$ cat src/rtl/core/ubxfr_pkg.sv
package ubxfr_pkg;

    localparam logic [7:0] SYNC_FIRST   = 8'hB5;
    localparam logic [7:0] SYNC_SECOND  = 8'h62;
    localparam logic [7:0] LIMIT_RESET  = 8'd150;
    localparam logic [8:0] HEADER_BYTES = 9'd4;

    // Byte counts before the length-low and length-high bytes of the header.
    localparam logic [7:0] LEN_LOW_POS  = 8'd2;
    localparam logic [7:0] LEN_HIGH_POS = 8'd3;

    typedef enum logic [1:0] {
        PH_HUNT    = 2'd0,
        PH_HEADER  = 2'd1,
        PH_PAYLOAD = 2'd2,
        PH_CHECK   = 2'd3
    } ubxfr_phase_t;

    typedef struct packed {
        logic [7:0] store_index;
        logic [7:0] store_byte;
        logic       frame_done;
        logic [7:0] frame_length;
    } ubxfr_result_t;

endpackage

$ cat src/rtl/core/ubxfr_ifs.sv
interface ubxfr_byte_if;
    logic       valid;
    logic       ready;
    logic [7:0] rx_byte;

    modport source (output valid, output rx_byte, input ready);
    modport sink (input valid, input rx_byte, output ready);
endinterface

interface ubxfr_store_if;
    logic       valid;
    logic       ready;
    logic [7:0] store_index;
    logic [7:0] store_byte;
    logic       frame_done;
    logic [7:0] frame_length;

    modport source (
        output valid, output store_index, output store_byte,
        output frame_done, output frame_length, input ready
    );
    modport sink (
        input valid, input store_index, input store_byte,
        input frame_done, input frame_length, output ready
    );
endinterface

$ cat src/rtl/core/ubxfr_parser.sv
module ubxfr_parser import ubxfr_pkg::*;
(
    input  logic          clk,
    input  logic          rst_n,
    input  logic [7:0]    length_limit,
    input  logic          advance,
    input  logic [7:0]    rx_byte,
    output ubxfr_result_t result
);

    ubxfr_phase_t phase_reg, phase_next;
    logic [7:0]   byte_count_reg, byte_count_next;
    logic [7:0]   length_low_reg, length_low_next;
    logic [7:0]   total_length_reg, total_length_next;
    logic [7:0]   sum_a_reg, sum_a_next;
    logic [7:0]   sum_b_reg, sum_b_next;

    logic [7:0] count_inc;
    logic [7:0] sum_a_add;
    logic [7:0] sum_b_add;
    logic [8:0] length_sum;
    logic       length_ok;

    assign count_inc  = byte_count_reg + 8'd1;
    assign sum_a_add  = sum_a_reg + rx_byte;
    assign sum_b_add  = sum_b_reg + sum_a_add;
    assign length_sum = {1'b0, length_low_reg} + HEADER_BYTES;

    // The limit is at most 255, so any nonzero high length byte fails the check.
    assign length_ok = (rx_byte == 8'd0) && (length_low_reg != 8'd0)
                     && (length_sum < {1'b0, length_limit});

    always_comb
    begin
        phase_next        = phase_reg;
        byte_count_next   = count_inc;
        length_low_next   = length_low_reg;
        total_length_next = total_length_reg;
        sum_a_next        = sum_a_reg;
        sum_b_next        = sum_b_reg;
        case (phase_reg)
            PH_HUNT:
            begin
                if (byte_count_reg == 8'd0)
                begin
                    if (rx_byte != SYNC_FIRST)
                    begin
                        byte_count_next = 8'd0;
                    end
                end
                else
                begin
                    byte_count_next = 8'd0;
                    if (rx_byte == SYNC_SECOND)
                    begin
                        phase_next = PH_HEADER;
                        sum_a_next = 8'd0;
                        sum_b_next = 8'd0;
                    end
                end
            end
            PH_HEADER:
            begin
                sum_a_next = sum_a_add;
                sum_b_next = sum_b_add;
                if (byte_count_reg == LEN_LOW_POS)
                begin
                    length_low_next = rx_byte;
                end
                if (byte_count_reg == LEN_HIGH_POS)
                begin
                    if (length_ok)
                    begin
                        total_length_next = length_sum[7:0];
                        phase_next        = PH_PAYLOAD;
                    end
                    else
                    begin
                        phase_next      = PH_HUNT;
                        byte_count_next = 8'd0;
                    end
                end
            end
            PH_PAYLOAD:
            begin
                sum_a_next = sum_a_add;
                sum_b_next = sum_b_add;
                if (count_inc == total_length_reg)
                begin
                    phase_next = PH_CHECK;
                end
            end
            PH_CHECK:
            begin
                if ((byte_count_reg != total_length_reg) || (rx_byte != sum_a_reg))
                begin
                    phase_next      = PH_HUNT;
                    byte_count_next = 8'd0;
                end
            end
            default:
            begin
                phase_next      = PH_HUNT;
                byte_count_next = 8'd0;
            end
        endcase
    end

    always_comb
    begin
        result.store_index  = byte_count_reg;
        result.store_byte   = rx_byte;
        result.frame_done   = 1'b0;
        result.frame_length = 8'd0;
        case (phase_reg)
            PH_CHECK:
            begin
                if ((byte_count_reg != total_length_reg) && (rx_byte == sum_b_reg))
                begin
                    result.frame_done   = 1'b1;
                    result.frame_length = total_length_reg;
                end
            end
            default:
            begin
                result.frame_done   = 1'b0;
                result.frame_length = 8'd0;
            end
        endcase
    end

    always_ff @(posedge clk or negedge rst_n)
    begin
        if (!rst_n)
        begin
            phase_reg        <= PH_HUNT;
            byte_count_reg   <= 8'd0;
            length_low_reg   <= 8'd0;
            total_length_reg <= 8'd0;
            sum_a_reg        <= 8'd0;
            sum_b_reg        <= 8'd0;
        end
        else if (advance)
        begin
            phase_reg        <= phase_next;
            byte_count_reg   <= byte_count_next;
            length_low_reg   <= length_low_next;
            total_length_reg <= total_length_next;
            sum_a_reg        <= sum_a_next;
            sum_b_reg        <= sum_b_next;
        end
    end

endmodule

$ cat src/rtl/core/ubx_frame_receiver.sv
// Receives a UBX byte stream one byte per transfer and emits one result per byte: the frame
// memory index to store the byte at, the byte itself, and a frame-done flag with the total
// length (payload plus four) on a second checksum byte that completes a frame whose Fletcher
// sums both match. The block sustains one byte per clock cycle while the output side is not
// stalled; each byte passes an input register and then a result register before its result
// is offered. The length limit must be written only while no byte is in flight.
module ubx_frame_receiver import ubxfr_pkg::*;
(
    input  logic          clk,
    input  logic          rst_n,
    input  logic          cfg_wr_en,
    input  logic [7:0]    cfg_wr_data,
    ubxfr_byte_if.sink    byte_ch,
    ubxfr_store_if.source store_ch
);

    logic [7:0]    length_limit_reg;
    logic          hold_valid_reg;
    logic [7:0]    hold_byte_reg;
    logic          out_valid_reg;
    ubxfr_result_t out_result_reg;
    ubxfr_result_t result;
    logic          advance;
    logic          in_take;

    assign advance       = hold_valid_reg && (!out_valid_reg || store_ch.ready);
    assign byte_ch.ready = !hold_valid_reg || advance;
    assign in_take       = byte_ch.valid && byte_ch.ready;

    ubxfr_parser u_parser (
        .clk          (clk),
        .rst_n        (rst_n),
        .length_limit (length_limit_reg),
        .advance      (advance),
        .rx_byte      (hold_byte_reg),
        .result       (result)
    );

    always_ff @(posedge clk or negedge rst_n)
    begin
        if (!rst_n)
        begin
            length_limit_reg <= LIMIT_RESET;
            hold_valid_reg   <= 1'b0;
            out_valid_reg    <= 1'b0;
        end
        else
        begin
            if (cfg_wr_en)
            begin
                length_limit_reg <= cfg_wr_data;
            end
            if (in_take)
            begin
                hold_valid_reg <= 1'b1;
            end
            else if (advance)
            begin
                hold_valid_reg <= 1'b0;
            end
            if (advance)
            begin
                out_valid_reg <= 1'b1;
            end
            else if (store_ch.ready)
            begin
                out_valid_reg <= 1'b0;
            end
        end
    end

    always_ff @(posedge clk)
    begin
        if (in_take)
        begin
            hold_byte_reg <= byte_ch.rx_byte;
        end
        if (advance)
        begin
            out_result_reg <= result;
        end
    end

    assign store_ch.valid        = out_valid_reg;
    assign store_ch.store_index  = out_result_reg.store_index;
    assign store_ch.store_byte   = out_result_reg.store_byte;
    assign store_ch.frame_done   = out_result_reg.frame_done;
    assign store_ch.frame_length = out_result_reg.frame_length;

`ifndef SYNTHESIS
    a_len_zero_without_done: assert property (
        @(posedge clk) disable iff (!rst_n)
        out_valid_reg && !out_result_reg.frame_done |-> out_result_reg.frame_length == 8'd0
    ) else $error("frame length reported without a completed frame");

    a_done_length_min: assert property (
        @(posedge clk) disable iff (!rst_n)
        out_valid_reg && out_result_reg.frame_done |-> out_result_reg.frame_length > 8'd4
    ) else $error("completed frame with a total length of four or less");

    a_advance_fills_output: assert property (
        @(posedge clk) disable iff (!rst_n)
        advance |=> out_valid_reg
    ) else $error("result register empty after a transfer from the input register");

    a_hold_keeps_byte: assert property (
        @(posedge clk) disable iff (!rst_n)
        hold_valid_reg && !advance |=> hold_valid_reg && $stable(hold_byte_reg)
    ) else $error("stalled input register lost its byte");
`endif

endmodule

$ cat src/flat_wrapper.sv
// flat-port wrapper written by rule: the top's interface ports become plain ports
module ubx_frame_receiver_flat import ubxfr_pkg::*;
  (clk, rst_n, cfg_wr_en, cfg_wr_data, byte_ch_valid, byte_ch_rx_byte, byte_ch_ready, store_ch_valid, store_ch_store_index, store_ch_store_byte, store_ch_frame_done, store_ch_frame_length, store_ch_ready);
  ubxfr_byte_if byte_ch_i ();
  ubxfr_store_if store_ch_i ();
  input  logic clk;
  input  logic rst_n;
  input  logic cfg_wr_en;
  input  logic [7:0] cfg_wr_data;
  input wire logic [$bits(byte_ch_i.valid)-1:0] byte_ch_valid;
  input wire logic [$bits(byte_ch_i.rx_byte)-1:0] byte_ch_rx_byte;
  output wire logic [$bits(byte_ch_i.ready)-1:0] byte_ch_ready;
  output wire logic [$bits(store_ch_i.valid)-1:0] store_ch_valid;
  output wire logic [$bits(store_ch_i.store_index)-1:0] store_ch_store_index;
  output wire logic [$bits(store_ch_i.store_byte)-1:0] store_ch_store_byte;
  output wire logic [$bits(store_ch_i.frame_done)-1:0] store_ch_frame_done;
  output wire logic [$bits(store_ch_i.frame_length)-1:0] store_ch_frame_length;
  input wire logic [$bits(store_ch_i.ready)-1:0] store_ch_ready;
  assign byte_ch_i.valid = byte_ch_valid;
  assign byte_ch_i.rx_byte = byte_ch_rx_byte;
  assign byte_ch_ready = byte_ch_i.ready;
  assign store_ch_valid = store_ch_i.valid;
  assign store_ch_store_index = store_ch_i.store_index;
  assign store_ch_store_byte = store_ch_i.store_byte;
  assign store_ch_frame_done = store_ch_i.frame_done;
  assign store_ch_frame_length = store_ch_i.frame_length;
  assign store_ch_i.ready = store_ch_ready;
  ubx_frame_receiver u_core (.clk(clk), .rst_n(rst_n), .cfg_wr_en(cfg_wr_en), .cfg_wr_data(cfg_wr_data), .byte_ch(byte_ch_i), .store_ch(store_ch_i));
endmodule
$ cat config.mk
export PLATFORM = sky130hd
export DESIGN_NAME = ubx_frame_receiver_flat
export DESIGN_NICKNAME = d
export VERILOG_FILES = /design/src/rtl/core/ubxfr_pkg.sv /design/src/rtl/core/ubxfr_ifs.sv /design/src/rtl/core/ubxfr_parser.sv /design/src/rtl/core/ubx_frame_receiver.sv /design/src/flat_wrapper.sv
export SDC_FILE = /design/constraint.sdc
export NUM_CORES = 1
export LEC_CHECK = 0
export BUFFER_PORTS_ARGS = -buffer_cell sky130_fd_sc_hd__buf_2
export CORE_ASPECT_RATIO = 0.9
export CORE_UTILIZATION = 53
export DETAILED_ROUTE_END_ITERATION = 6
export HOLD_SLACK_MARGIN = 0.08
export PLACE_DENSITY_LB_ADDON = 0.15
export SYNTH_ARGS = -nofsm -noshare
export SYNTH_HDL_FRONTEND = slang
export SYNTH_SLANG_ARGS = --single-unit
$ cat constraint.sdc
create_clock -name clk -period 3.07 [get_ports clk]
set_input_delay 0.307 -clock clk [delete_from_list [all_inputs] [get_ports clk]]
set_output_delay 0.307 -clock clk [all_outputs]
set_load 0.02 [all_outputs]
==> qor.yml <==
min-delay-start: "byte_ch_rx_byte[2]"
floorplan.core_area_mm2: 0.008184
synth-adder-area-share: 0.09171
startpoint_type: "register"
fmax_mhz: 341.7
synthesis.instances: 396
worst_hold_path_type: "input pin to register"
regToRegStartpoint: "u_core.u_parser.sum_a_reg[0]"
worst-path-max-fanout: 5
hold_ws_ns: 0.1044
timing.critical_path.required_ns: 3.32
maximum_number_of_pins_on_one_net_before_global_route_repair: 39
grt_use_total: 0.2318
chipHeight_um: 89.70
synth.yosys.seq_area_share: 0.5072
grt_pass1_vias: 3049
insertion_delay_ns: 0.37
synth_compound_area_frac: 0.1163
synth-simple-area-share: 0.1423
detail_route.vias_per_cell: 5.479
pin_slew_with_the_least_headroom_to_its_limit_ns: 0.7889
design.die.area_mm2: 0.008920
numClockSinks: 85
p_per_area_mw_per_mm2: 454.2
worst_path_largest_cell_delay_ns: 0.38
slew_violations: 0
clock_skew_ns: 0.01131
num_vias: 3156
cell_with_the_largest_stage_delay_on_the_worst_path: "ha_1"
port-buffer-count: 47
path_clk_slew_ns: 0.09
antenna_violations_before_repair: 0
flow.area_growth_from_synthesis_pct: 14.14
final_common_cell: "dfrtp_1"
dpl_worst_slack_ns: 0.02778
wl_per_cell_um: 16.63
slew-limit-headroom: 0.4740
floorplan.initialDensity: 0.5534
postSynthNetCount: 449
wirelength_um: 9578
finalPower_mw: 2.348
postSynth.topFlopCell: "dfrtp_1"
num-nets-final: 509
synth.distinct_cells: 58
postSynthRegisterBits: 85
numPlacedInstances: 557
gpl.final_weighted_congestion: 0.8680
count_of_flip_flops_with_a_built_in_enable_after_synthesis: 33
drt_drc: 0
kind_of_end_point_of_the_critical_path: "register"
core.rowCount: 31
n_fill_cell: 669
worstReg2RegEnd: "u_core.u_parser.sum_b_reg[7]"
outcome: "finished clean"
drt_first_pass_iters: 4
register_to_register_path_setup_slack_ns: 0.14
setup_viol: 0
post_synth.cell_area_avg_um2: 11.44
htree_levels: 3
drt_iter0_markers: 140
yosys.area_share.xor_xnor: 0.06961
io_pins: 48
worstHoldEndpoint: "u_core.hold_byte_reg[2]"
fraction_of_final_layout_cells_sized_beyond_drive_strength_1: 0.2278
cts_root_buffer: "clkbuf_8"
path_cells: "ha_1, inv_1, fa_2, nor2b_1, o21ai_1, a21boi_1, nor2_1, ha_1, nand3_1, o2111ai_2, a21o_1, a21oi_2, xnor2_2, a21oi_1, o22ai_1"
largest_family_of_logic_cells_by_synthesized_area: "simple AND/OR/NAND/NOR gates"
timing.reg2reg.worst_path_depth: 15
cts-buffers-inserted: 9
cts_buffer_depth: 2
antenna_cells: 0
fp.dieW_um: 99.45
postLayoutCoreUtil: 0.6317
syn_area_mm2: 0.004529
dpl.hpwl_um: 6902
hold_depth: 1
final-instance-count-excl-fill: 576
timing.critical_path.arrival_ns: 3.18
final_cell_mix: "48 x dfrtp_1, 47 x buf_2, 37 x nand2_1, 33 x edfxtp_1, 30 x ha_1"
cap_violations: 0
global_route_wire_length_before_repair_um: 15730
cpMostUsedCell: "ha_1"
period_minus_slack_ns: 2.927
drt.antenna.violating_nets: 0
crit_type: "register to register"
mux_cell_area_share_after_synthesis: 0.04199
peak_supply_drop_mv: 0.3797
global_route.overflow_total: 0
ys_warn_count: 0
synthArstFlopShare: 0.6118
tritoncts: "done"
hold_violations: 0
fin_ws_ns: 0.1434
layout_worst_path_cycle_share: 0.9533
leakage_nw: 2.342
==> power by group <==
| part | switching (mW) | total [mW] | internal [mW] | leakage [nW] |
|---|---|---|---|---|
| clock network | 0.430 | 0.813 | 0.383 | 0.0935 |
| registers | 0.0263 | 1.26 | 1.24 | 1.01 |
| logic | 0.176 | 0.272 | 0.0967 | 1.24 |
| total | 0.632 | 2.35 | 1.72 | 2.34 |
==> worst max-delay path: cells and delay by family, from the launching register on <==
kind                     cells  cell delay, ns
buffers and inverters        1            0.06
AND/OR/NAND/NOR              3            0.36
adder cells (fa/ha/maj)      3            0.91
AO/OA/AOI/OAI                7            1.04
flip-flops                   1            0.36
XOR/XNOR                     1            0.09
==> cells in the mapped netlist (10+ instances only) <==
master	count	share of area
dfrtp_1	48	0.27
and2_1	10	0.014
a22o_1	12	0.023
ha_1	30	0.083
xnor2_1	26	0.050
xor2_1	10	0.019
inv_1	25	0.021
nand3_1	12	0.013
o21ai_0	24	0.027
mux2_2	16	0.040
edfxtp_1	33	0.22
nand2_1	37	0.031
a21oi_1	10	0.011
nor2_1	13	0.011
==> cell families after synthesis <==
family	Yosys count
and+or+nand+nor	116
DFF	85
AOI/OAI and AO/OA	75
xor gates and xnor gates	36
buffers and inverters	35
adders and majority gates	32
muxes	17
==> metrics by stage <==
stage / cell area, um^2 / setup TNS (ns)
after floorplan: 4529 / 0
after global placement: 4926 / 0
after detailed placement: 4926 / 0
after CTS: 5135 / 0
after global routing: 5170 / -0.04348
final: 5170 / 0
==> how the worst max path moves through the flow <==
stage	to	slack (ns)	from	cells after the start
2_1_floorplan	u_core.u_parser.sum_b_reg[7]	0.18	u_core.hold_byte_reg[0]	15
3_3_place_gp	u_core.u_parser.sum_b_reg[7]	0.14	u_core.u_parser.sum_a_reg[0]	15
3_5_place_dp	u_core.u_parser.sum_b_reg[7]	0.03	u_core.u_parser.sum_a_reg[0]	15
4_1_cts	u_core.u_parser.sum_b_reg[7]	0.003	u_core.u_parser.sum_a_reg[0]	15
5_1_grt	u_core.u_parser.sum_b_reg[7]	-0.04	u_core.u_parser.sum_a_reg[0]	15
6_report	u_core.u_parser.sum_b_reg[7]	0.14	u_core.u_parser.sum_a_reg[0]	15
==> cell type report <==
type | count | area [um^2] | area share
tap | 115 | 143.9 | 0.02783
clock buffer | 10 | 127.6 | 0.02469
clock inverter | 6 | 71.32 | 0.01379
timing repair buffer | 58 | 320.3 | 0.06196
sequential | 85 | 2297 | 0.4443
multi-input combinational | 276 | 2112 | 0.4085
inverter | 26 | 97.59 | 0.01888
==> routing by layer <==
metal	track usage	routed length, um	vias up	share of wire
met5	0	0	-	0
met4	0.06005	76	0	0.0079
met3	0.05599	484	7	0.051
met2	0.3501	4415	81	0.46
met1	0.3356	4601	1530	0.48
li1	-	-	1538	-
==> timing repair <==
action,4_1_cts,5_1_grt
hold buffers,1,0
resized for setup,0,6
buffers inserted,0,2
endpoints found under the setup margin,0,1
endpoints found under the hold margin,10,0
(Power assumes the default switching activity.)
